--- src/rtl/ffa_pkg.sv ---
`default_nettype none

package ffa_pkg;

    localparam int FREE_ENTRIES_DEF = 16;
    localparam int ADDR_BITS_DEF    = 32;

    localparam int DATA_W    = 32;
    localparam int MINB_W    = 9;
    localparam int ALIGN_W   = 4;
    localparam int AMASK_W   = 15;
    localparam int SUM_W     = 49;
    localparam int CFG_IDX_W = 2;

    localparam logic [DATA_W-1:0] ARENA_BASE_RST = 32'd0;
    localparam logic [DATA_W-1:0] ARENA_CAP_RST  = 32'd65536;
    localparam logic [MINB_W-1:0] MIN_BLOCK_RST  = 9'd16;

    localparam logic KIND_ALLOC = 1'b0;
    localparam logic KIND_FREE  = 1'b1;

    typedef enum logic [CFG_IDX_W-1:0] {
        CFG_ARENA_BASE,
        CFG_ARENA_CAP,
        CFG_MIN_BLOCK
    } cfg_idx_t;

    typedef enum logic [2:0] {
        STAT_REUSED,
        STAT_BUMPED,
        STAT_IGNORED,
        STAT_NO_SPACE,
        STAT_TABLE_FULL
    } status_t;

    typedef enum logic [1:0] {
        ST_IDLE,
        ST_MATCH,
        ST_PICK,
        ST_DONE
    } state_t;

    typedef struct packed {
        logic [DATA_W-1:0] addr;
        logic [DATA_W-1:0] size;
    } entry_t;

    typedef struct packed {
        logic              push;
        entry_t            new_entry;
        logic [DATA_W-1:0] req_size;
        logic [AMASK_W-1:0] amask;
    } cell_ctl_t;

endpackage

`default_nettype wire

--- src/rtl/first_fit_free_list_allocator.sv ---
`default_nettype none

// First-fit allocator over a LIFO table of freed blocks plus a bump arena.
// Request channel: kind, req_size, align_log2 and block_addr are taken at a
// rising edge with start high and busy low. Each request gives one result
// word: done is high for exactly one cycle with result_addr and status.
// The receiver cannot stall, so nothing waits on the result side.
// done is registered from the table update step; busy drops in the same
// cycle as done rises, so a new request can be taken while done is high, but
// not before the last one is through. The four steps are: latch, per-cell
// match, priority pick of the newest hit plus bump fit check, then table update.
// The free table is a row of FREE_ENTRIES cells, newest entry in cell 0;
// a push shifts the row down, a removal shifts the cells above the hit up.
// Configuration: cfg_valid/cfg_ready write arena_base (0), arena_capacity
// (1) or min_block (2); cfg_ready is always high, other indexes are dropped.
// Writes belong in idle time only. Reset empties the table, clears the bump
// offset and loads base 0, capacity 65536, min_block 16.
module first_fit_free_list_allocator
    import ffa_pkg::*;
#(
    parameter int FREE_ENTRIES = FREE_ENTRIES_DEF,
    parameter int ADDR_BITS    = ADDR_BITS_DEF
)
(
    input  logic                 clk,
    input  logic                 rst_n,

    input  logic                 start,
    output logic                 busy,
    input  logic                 kind,
    input  logic [DATA_W-1:0]    req_size,
    input  logic [ALIGN_W-1:0]   align_log2,
    input  logic [DATA_W-1:0]    block_addr,

    output logic                 done,
    output logic [DATA_W-1:0]    result_addr,
    output logic [2:0]           status,

    input  logic                 cfg_valid,
    output logic                 cfg_ready,
    input  logic [CFG_IDX_W-1:0] cfg_index,
    input  logic [DATA_W-1:0]    cfg_data
);

    localparam int CNT_W = $clog2(FREE_ENTRIES + 1);
    localparam logic [SUM_W-1:0] ADDR_MASK = (SUM_W'(1) << ADDR_BITS) - SUM_W'(1);

    state_t state_reg, state_next;

    logic [DATA_W-1:0]  base_reg, cap_reg;
    logic [MINB_W-1:0]  minb_reg;
    logic [CNT_W-1:0]   count_reg, count_next;
    logic [DATA_W-1:0]  offset_reg, offset_next;
    logic               done_reg;
    logic [DATA_W-1:0]  result_addr_reg;
    status_t            status_reg;

    logic               kind_reg;
    logic [DATA_W-1:0]  size_reg, size_in;
    logic [AMASK_W-1:0] amask_reg, amask_in;
    logic [DATA_W-1:0]  addr_reg;

    logic [FREE_ENTRIES-1:0] match_vec;
    logic [FREE_ENTRIES-1:0] occupied;
    logic [FREE_ENTRIES-1:0] pull_sel;
    logic [FREE_ENTRIES-1:0] hit_reg, hit_next;
    logic                    found_reg;
    entry_t                  entries [FREE_ENTRIES];
    cell_ctl_t               ctl;

    logic [DATA_W:0]    aligned_reg, aligned_next;
    logic               fit_reg;
    logic [DATA_W+1:0]  bump_sum;
    logic [DATA_W-1:0]  bump_end_reg;
    logic [SUM_W-1:0]   arena_sum;
    logic [DATA_W-1:0]  arena_addr_reg;
    logic [DATA_W-1:0]  sel_addr;

    logic               accept;
    logic               push, pull;
    logic [DATA_W-1:0]  res_addr;
    status_t            res_status;

    assign accept    = start && (state_reg == ST_IDLE);
    assign cfg_ready = 1'b1;

    // ---------------- state machine ----------------
    always_comb
    begin
        state_next = state_reg;
        unique case (state_reg)
            ST_IDLE:  if (start) state_next = ST_MATCH;
            ST_MATCH: state_next = ST_PICK;
            ST_PICK:  state_next = ST_DONE;
            ST_DONE:  state_next = ST_IDLE;
            default:  state_next = ST_IDLE;
        endcase
    end

    always_comb
    begin
        busy        = (state_reg != ST_IDLE);
        push        = 1'b0;
        pull        = 1'b0;
        res_addr    = '0;
        res_status  = STAT_IGNORED;
        count_next  = count_reg;
        offset_next = offset_reg;
        if (state_reg == ST_DONE)
        begin
            if (kind_reg == KIND_FREE)
            begin
                if (addr_reg == '0)
                begin
                    res_status = STAT_IGNORED;
                end
                else if (count_reg == CNT_W'(FREE_ENTRIES))
                begin
                    res_status = STAT_TABLE_FULL;
                end
                else
                begin
                    push       = 1'b1;
                    count_next = count_reg + CNT_W'(1);
                    res_status = STAT_REUSED;
                end
            end
            else if (size_reg == '0)
            begin
                res_status = STAT_IGNORED;
            end
            else if (found_reg)
            begin
                pull       = 1'b1;
                count_next = count_reg - CNT_W'(1);
                res_addr   = sel_addr;
                res_status = STAT_REUSED;
            end
            else if (fit_reg)
            begin
                offset_next = bump_end_reg;
                res_addr    = arena_addr_reg;
                res_status  = STAT_BUMPED;
            end
            else
            begin
                res_status = STAT_NO_SPACE;
            end
        end
    end

    // ---------------- request latch ----------------
    always_comb
    begin
        size_in = req_size;
        if ((req_size < DATA_W'(minb_reg)) && ((kind == KIND_FREE) || (req_size != '0)))
        begin
            size_in = DATA_W'(minb_reg);
        end
        amask_in = AMASK_W'((16'd1 << align_log2) - 16'd1);
    end

    // ---------------- bump path ----------------
    always_comb
    begin
        aligned_next = ({1'b0, offset_reg} + (DATA_W+1)'(amask_reg))
                       & ~((DATA_W+1)'(amask_reg));
        bump_sum     = {1'b0, aligned_reg} + (DATA_W+2)'(size_reg);
        arena_sum    = (SUM_W'(base_reg) + SUM_W'(aligned_reg)) & ADDR_MASK;
    end

    // ---------------- newest hit ----------------
    always_comb
    begin
        hit_next = match_vec & ((~match_vec) + FREE_ENTRIES'(1));
        sel_addr = '0;
        for (int i = 0; i < FREE_ENTRIES; i++)
        begin
            if (hit_reg[i])
            begin
                sel_addr = sel_addr | entries[i].addr;
            end
        end
        // a removal shifts every cell at or above the hit
        pull_sel = pull ? ~(hit_reg - FREE_ENTRIES'(1)) : '0;
    end

    assign ctl.push           = push;
    assign ctl.new_entry.addr = addr_reg;
    assign ctl.new_entry.size = size_reg;
    assign ctl.req_size       = size_reg;
    assign ctl.amask          = amask_reg;

    for (genvar i = 0; i < FREE_ENTRIES; i++)
    begin : g_cell
        entry_t left_e;
        entry_t right_e;

        if (i == 0)
        begin : g_head
            assign left_e = ctl.new_entry;
        end
        else
        begin : g_mid
            assign left_e = entries[i-1];
        end

        if (i == FREE_ENTRIES - 1)
        begin : g_tail
            assign right_e = entries[i];
        end
        else
        begin : g_body
            assign right_e = entries[i+1];
        end

        assign occupied[i] = (CNT_W'(i) < count_reg);

        ffa_cell u_cell
        (
            .clk         (clk),
            .ctl         (ctl),
            .pull_sel    (pull_sel[i]),
            .occupied    (occupied[i]),
            .left_entry  (left_e),
            .right_entry (right_e),
            .entry       (entries[i]),
            .match       (match_vec[i])
        );
    end

    // ---------------- registers ----------------
    always_ff @(posedge clk or negedge rst_n)
    begin
        if (!rst_n)
        begin
            state_reg  <= ST_IDLE;
            base_reg   <= ARENA_BASE_RST;
            cap_reg    <= ARENA_CAP_RST;
            minb_reg   <= MIN_BLOCK_RST;
            count_reg  <= '0;
            offset_reg <= '0;
            done_reg   <= 1'b0;
        end
        else
        begin
            state_reg  <= state_next;
            count_reg  <= count_next;
            offset_reg <= offset_next;
            done_reg   <= (state_reg == ST_DONE);
            if (cfg_valid && cfg_ready)
            begin
                unique case (cfg_index)
                    CFG_ARENA_BASE: base_reg <= cfg_data;
                    CFG_ARENA_CAP:  cap_reg  <= cfg_data;
                    CFG_MIN_BLOCK:  minb_reg <= cfg_data[MINB_W-1:0];
                    default:        ;
                endcase
            end
        end
    end

    always_ff @(posedge clk)
    begin
        if (accept)
        begin
            kind_reg  <= kind;
            size_reg  <= size_in;
            amask_reg <= amask_in;
            addr_reg  <= block_addr;
        end
        if (state_reg == ST_MATCH)
        begin
            aligned_reg <= aligned_next;
        end
        if (state_reg == ST_PICK)
        begin
            hit_reg        <= hit_next;
            found_reg      <= |match_vec;
            fit_reg        <= (bump_sum <= (DATA_W+2)'(cap_reg));
            bump_end_reg   <= bump_sum[DATA_W-1:0];
            arena_addr_reg <= arena_sum[DATA_W-1:0];
        end
        if (state_reg == ST_DONE)
        begin
            result_addr_reg <= res_addr;
            status_reg      <= res_status;
        end
    end

    assign done        = done_reg;
    assign result_addr = result_addr_reg;
    assign status      = status_reg;

    // ---------------- checks ----------------
    assert property (@(posedge clk) disable iff (!rst_n)
        count_reg <= CNT_W'(FREE_ENTRIES))
        else $error("free count beyond table depth");

    assert property (@(posedge clk) disable iff (!rst_n)
        done |-> $past(state_reg == ST_DONE))
        else $error("result word without a finished request");

    assert property (@(posedge clk) disable iff (!rst_n)
        (state_reg == ST_DONE) |-> ($onehot0(hit_reg) && (found_reg == (hit_reg != '0))))
        else $error("table pick is not a single entry");

    assert property (@(posedge clk) disable iff (!rst_n)
        !$stable(count_reg) |-> $past(state_reg == ST_DONE))
        else $error("free count moved outside the update step");

endmodule

`default_nettype wire

--- src/rtl/ffa_cell.sv ---
`default_nettype none

module ffa_cell
    import ffa_pkg::*;
(
    input  logic      clk,
    input  cell_ctl_t ctl,
    input  logic      pull_sel,
    input  logic      occupied,
    input  entry_t    left_entry,
    input  entry_t    right_entry,
    output entry_t    entry,
    output logic      match
);

    entry_t entry_reg;
    entry_t entry_next;
    logic   match_reg;
    logic   match_next;

    // push moves the stack down one cell, a pull closes the gap from above
    always_comb
    begin
        entry_next = entry_reg;
        if (ctl.push)
        begin
            entry_next = left_entry;
        end
        else if (pull_sel)
        begin
            entry_next = right_entry;
        end
    end

    always_comb
    begin
        match_next = occupied
                     && (entry_reg.size >= ctl.req_size)
                     && ((entry_reg.addr[AMASK_W-1:0] & ctl.amask) == '0);
    end

    always_ff @(posedge clk)
    begin
        entry_reg <= entry_next;
        match_reg <= match_next;
    end

    assign entry = entry_reg;
    assign match = match_reg;

endmodule

`default_nettype wire

--- config.mk ---
export PLATFORM = sky130hd
export DESIGN_NAME = first_fit_free_list_allocator
export DESIGN_NICKNAME = d
export VERILOG_FILES = /design/src/rtl/ffa_pkg.sv /design/src/rtl/first_fit_free_list_allocator.sv /design/src/rtl/ffa_cell.sv
export SDC_FILE = /design/constraint.sdc
export NUM_CORES = 2
export LEC_CHECK = 0
export BUFFER_PORTS_ARGS = -buffer_cell sky130_fd_sc_hd__buf_2
export CAP_MARGIN = 20
export CORE_MARGIN = 3
export CORE_UTILIZATION = 53
export DETAILED_ROUTE_END_ITERATION = 10
export GPL_TIMING_DRIVEN = 0
export PLACE_DENSITY_LB_ADDON = 0.05
export SLEW_MARGIN = 20
export SYNTH_ARGS = -nofsm -noshare
export SYNTH_HDL_FRONTEND = slang
export SYNTH_SLANG_ARGS = --single-unit
--- constraint.sdc ---
create_clock -name clk -period 16.6 [get_ports clk]
set_input_delay 0.83 -clock clk [delete_from_list [all_inputs] [get_ports clk]]
set_output_delay 0.83 -clock clk [all_outputs]
set_load 0.01 [all_outputs]
; ---- Word level (Yosys, flattened, before mapping)
; Index checks and enable logic that the tools add are counted.
[word_totals]
inputBits = 107
output_inout_bits = 38
regBits = 1383
[op_classes]
n_shift = 1
n_reduce_logical = 80
addsub = 8
bitwise = 39
mux = 71
n_eq_ne = 10
order_cmp = 34
[op_table]
columns = operator, count
row1 = 64-bit two-way mux, 30
row2 = 32-bit two-way mux, 18
row3 = 32-bit >= comparator, 16
row4 = 32-bit OR, 15
row5 = 15-bit bitwise AND, 16
row6 = 15-bit zero test, 16
row7 = 32-bit zero test, 2
row8 = 4-bit by 5-bit < comparator with 1-bit output (first input constant), 8
row9 = 33-bit by 32-bit adder with 34-bit output, 1
row10 = 34-bit by 32-bit less-or-equal comparator with 1-bit output, 1
row11 = 1-bit logical AND, 34
row12 = 2-bit nonzero test, 17
row13 = 32-bit by 15-bit adder with 33-bit output, 1
row14 = 33-bit bitwise AND, 1
row15 = 15-bit NOT with 33-bit output, 1
row16 = 32-bit adder, 1
row17 = 32-bit by 9-bit < comparator with 1-bit output, 1
row18 = 32-bit nonzero test, 1
row19 = 15-bit by 1-bit subtractor with 15-bit output (second input constant), 2
row20 = 5-bit two-way mux, 5
row21 = 3-bit by 5-bit < comparator with 1-bit output (first input constant), 4
row22 = 16-bit by 1-bit adder with 16-bit output (second input constant), 1
row23 = 16-bit bitwise AND, 1
row24 = 16-bit NOT, 1
row25 = 23 further kinds, 49

; ---- Depth between registers and ports, before layout
[logic_depth]
word_depth = 32
mapped_depth = 21

; ---- By module
; Synthesis repeated with hierarchy kept, for this count alone.
[unflattened]
hier_cells = 6025
hier_area_um2 = 77921.0
[by_module_without_submodules]
columns = mod, n_inst, area_each_um2, cells_per_inst
row1 = ffa_cell, 16, 3577.2, 261
row2 = first_fit_free_list_allocator, 1, 20686.1, 1849

; ---- Least setup slack after synthesis
; OpenSTA, ideal clock, no wires.
[synth_timing]
path_kind = register to register
from = register hit_reg[0]
to = register g_cell[12].u_cell.entry_reg (netlist bit g_cell[12].u_cell.entry[0]), enable pin
t_arrival_ns = 6.554
stages_incl_launch_ff = 12
period_less_slack_ns = 7.129
t_required_ns = 16.026
n_path_buf = 3
setup_ns = 0.574
setup_slack_ns = 9.471
path_cell_list = edfxtp_1 > clkbuf_1 > clkbuf_1 > clkbuf_1 > inv_1 > ha_1 > nand2_1 > or3_1 > nand2b_1 > nor3_1 > xor2_1 > o21ai_0
[synth_between]
elab_chain_len = 4
[synth_lines]
columns = element, line_no
row1 = from (decl), first_fit_free_list_allocator.sv:66  ; logic [FREE_ENTRIES-1:0] hit_reg, hit_next;
row2 = from (signal assigned), first_fit_free_list_allocator.sv:278  ; hit_reg <= hit_next;
row3 = 15-bit by 1-bit subtractor with 15-bit output, first_fit_free_list_allocator.sv:185  ; pull_sel = pull ? ~(hit_reg - FREE_ENTRIES'(1)) : '0;
row4 = 15-bit NOT, first_fit_free_list_allocator.sv:185
row5 = 15-bit two-way mux, first_fit_free_list_allocator.sv:185
row6 = 2-bit nonzero test (no line), n/a
row7 = to (signal assigned), ffa_cell.sv:44  ; entry_reg <= entry_next;
row8 = to (decl), ffa_cell.sv:16  ; entry_t entry_reg;
; No other way between the ends.
; A chain may end at the register's enable or synchronous reset.

; ---- Worst setup path after layout
[layout_timing]
from = register addr_reg[17]
to = register g_cell[7].u_cell.entry_reg (netlist bit g_cell[7].u_cell.entry[16]), enable pin
[layout_between]
elab_chain_len = 5
[layout_lines]
columns = element, line_no
row1 = from (decl), first_fit_free_list_allocator.sv:61  ; logic [DATA_W-1:0] addr_reg;
row2 = from (signal assigned), first_fit_free_list_allocator.sv:270  ; addr_reg <= block_addr;
row3 = 32-bit zero test, first_fit_free_list_allocator.sv:113  ; if (addr_reg == '0)
row4 = 1-bit two-way mux, first_fit_free_list_allocator.sv:113
row5 = 1-bit two-way mux, first_fit_free_list_allocator.sv:111  ; if (kind_reg == KIND_FREE)
row6 = 1-bit two-way mux, first_fit_free_list_allocator.sv:109  ; if (state_reg == ST_DONE)
row7 = 2-bit nonzero test (no line), n/a
row8 = to (signal assigned), ffa_cell.sv:44
row9 = to (decl), ffa_cell.sv:16
; No other way between the ends.

==> out/qor.txt <==
Initial Utilization: 0.536
max reg flops: 1,024
DR DRC count: 0
cell area after synthesis: 0.0752 mm^2
total negative slack: 0 ps
Root Buffer: clkbuf_16
Final Cycle Share: 0.354
Routed Wire Length: 300 mm
GRT Util Overall: 0.403
status: complete, no violations
static leakage: 36.4 nW
post-CTS setup buffers: 0
cell area after layout: 0.0854 mm^2
crit path DAT: 6410 ps
core area: 0.140 mm^2
hold path start: block_addr[8]
vias in the first global route: 59,701
Placer Congestion: 1.06
async set-reset flop share out of synthesis: 0.0817
first-pass GRT wire length: 421 mm
Synth area leaders: edfxtp_1 50%, nand2_1 14%, ha_1 11%
utilization after layout: 0.609
startpoint type of the worst setup path: flip-flop
worst flop-to-flop path startpoint: addr_reg[17]
Req. time, crit path: 17,130 ps
dpl hpwl: 226 mm
Synth Net Count: 8,123
worst min path class: in2reg
P&R area growth vs syn: 13.6%
placed cell area: 0.0803 mm^2
share of the synthesized area in the top cell type: 0.501
Synth top cells by count: 2,896 x nand2_1, 1,254 x edfxtp_1, 639 x ha_1
width of the die: 383 um
IO Count: 145
Hold Fails Final Rpt: 0
FF+latch count, synth: 1,383
layout cell share with drive strength beyond 1: 0.0839
nets: 8,493
Port Buf Inserts: 142
clock buffer depth: 3
Setup CP Type: reg2reg
r2r endpoint: g_cell[7].u_cell.entry[16]
GRT Residual Overflow: 0
RSZ-0062 raised after global routing: no
synth unique cells: 82
hold depth: 1
post-synthesis sequential area ratio: 0.543
First DRT Iteration DRCs: 8,657
Worst setup EP type: flip-flop
Final min period: 5880 ps
Cell Rows: 137
max-slew violation count: 0
# setup viols final: 0
Worst Tran Pin Value: 1340 ps
YS warnings: 0
top-count cell post-synth: nand2_1
routed length per placed instance: 30.8 um
top cell type by total area after synthesis: edfxtp_1
DR vias: 62,154
worst setup margin: 10,720 ps
Pre-antenna DRT Iters: 9
later-pin clock latency in the skew report: 810 ps
Reg2Reg Depth: 11
hold path endpoint: addr_reg[8]
Post-synth top flop: edfxtp_1
Max Cap Violations: 0
Die Height: 383 um
Reg clk slew, reported paths: 60 ps
DIE AREA: 0.146 mm^2
post-route ant nets: 0
r2r setup slk: 10,720 ps
CTS tree: yes
clk_skew: 33.6 ps
Num CTS Buffers: 153
H-Tree Level Count: 4
top fanout value on the critical path: 23
largest net degree at the start of global routing: 70
initial antenna violation count: 13
FMAX: 170 MHz
register area: 0.0408 mm^2
P per Cell Area: 195 mW/mm^2
EDFF count, synth: 1,254
via/cell ratio: 6.37
worst vdd ir: 0.000117 V
multi-input logic area: 0.0327 mm^2
Slew HR: 0.106
# fillers: 11,830
Gate Count Post-Synth: 7,374
clk sink count: 1,383
Avg Cell Area, Syn: 10.2 um^2
dpl ws: 10,410 ps
==> worst max-delay path: stages, from the launching register on <==
cell	delay, ps
edfxtp_1	440
nor4_2	640
nand4_1	670
o21ai_0	740
or3b_2	380
clkbuf_1	330
clkbuf_2	440
clkbuf_1	830
o21ai_4	460
buf_16	300
buf_8	160
buf_16	170
==> cells by family (layout without fill, tap and decap cells) <==
group / count (synthesis) / in the layout / share of synthesized area
AOI/OAI and AO/OA: 1162 / 1162 / 0.107
xor gates and xnor gates: 103 / 103 / 0.0120
adders and majority gates: 642 / 642 / 0.107
buffers and inverters: 480 / 974 / 0.0242
DFF: 1383 / 1383 / 0.543
muxes: 115 / 115 / 0.0172
other: 1 / 10 / 0.0000499
and+or+nand+nor: 3488 / 3488 / 0.189
==> how the worst max path moves through the flow <==
stage	start	to	slack, ps	depth (start not counted)
after floorplan	hit_reg[0]	g_cell[12].u_cell.entry[0]	9470	11
after global placement	hit_reg[1]	g_cell[14].u_cell.entry[18]	2090	11
after detailed placement	size_reg[0]	fit_reg	10410	21
after CTS	size_reg[0]	fit_reg	10400	21
after global routing	size_reg[0]	fit_reg	10680	21
final	addr_reg[17]	g_cell[7].u_cell.entry[16]	10720	11
==> through the flow <==
stage          instances  power (mW)  hold WS, ps
6_report            9753        16.6          200
5_1_grt             9746        17.3          186
4_1_cts             9742        16.4          175
3_5_place_dp        9462        12.9          463
3_3_place_gp        9392        12.6          438
2_1_floorplan       7374        9.98          426
==> placed cells by master (no fill, tap or decap), types with 69 or more instances in the layout <==
cell	netlist	layout
dfrtp_1	111	111
o21ai_0	213	198
edfxtp_1	1254	1254
a22o_1	84	84
mux2_2	114	114
a21o_1	188	188
clkbuf_16	0	161
clkbuf_1	331	318
ha_1	639	636
a21oi_1	205	205
xnor2_1	69	69
nor2_1	127	125
a221oi_1	98	98
a22oi_1	179	179
buf_2	9	160
nand4_1	141	141
nand2_1	2896	2896
inv_1	117	117
==> layer usage <==
metal | GRT usage | vias to the layer above | wire length [um]
li1 | - | 27130 | -
met3 | 0.116 | 1045 | 36300
met5 | 0 | - | 39
met4 | 0.239 | 6 | 21900
met2 | 0.592 | 4120 | 126000
met1 | 0.532 | 29853 | 116000
==> power by group <==
part	total, mW	switching (mW)	internal, mW
combinational	6.56	4.33	2.23
clock	3.48	1.46	2.02
sequential	6.58	1.09	5.49
total	16.6	6.88	9.74
==> layout make-up <==
cell class / instances / area share
clock inverters: 76 / 0.00857
flip-flops and latches: 1383 / 0.478
multi-input cells: 5511 / 0.383
repair buffers: 215 / 0.0301
inverters: 118 / 0.00519
clock buffers: 203 / 0.0502
diodes: 9 / 0.000264
well taps: 1876 / 0.0275
plain buffers: 362 / 0.0169
==> repair_timing <==
action | in CTS | in global routing
resized for setup | 0 | 0
hold buffers | 1 | 0
hold endpoints to repair | 44 | 0
No activity file was read; power rests on OpenSTA's default activity.
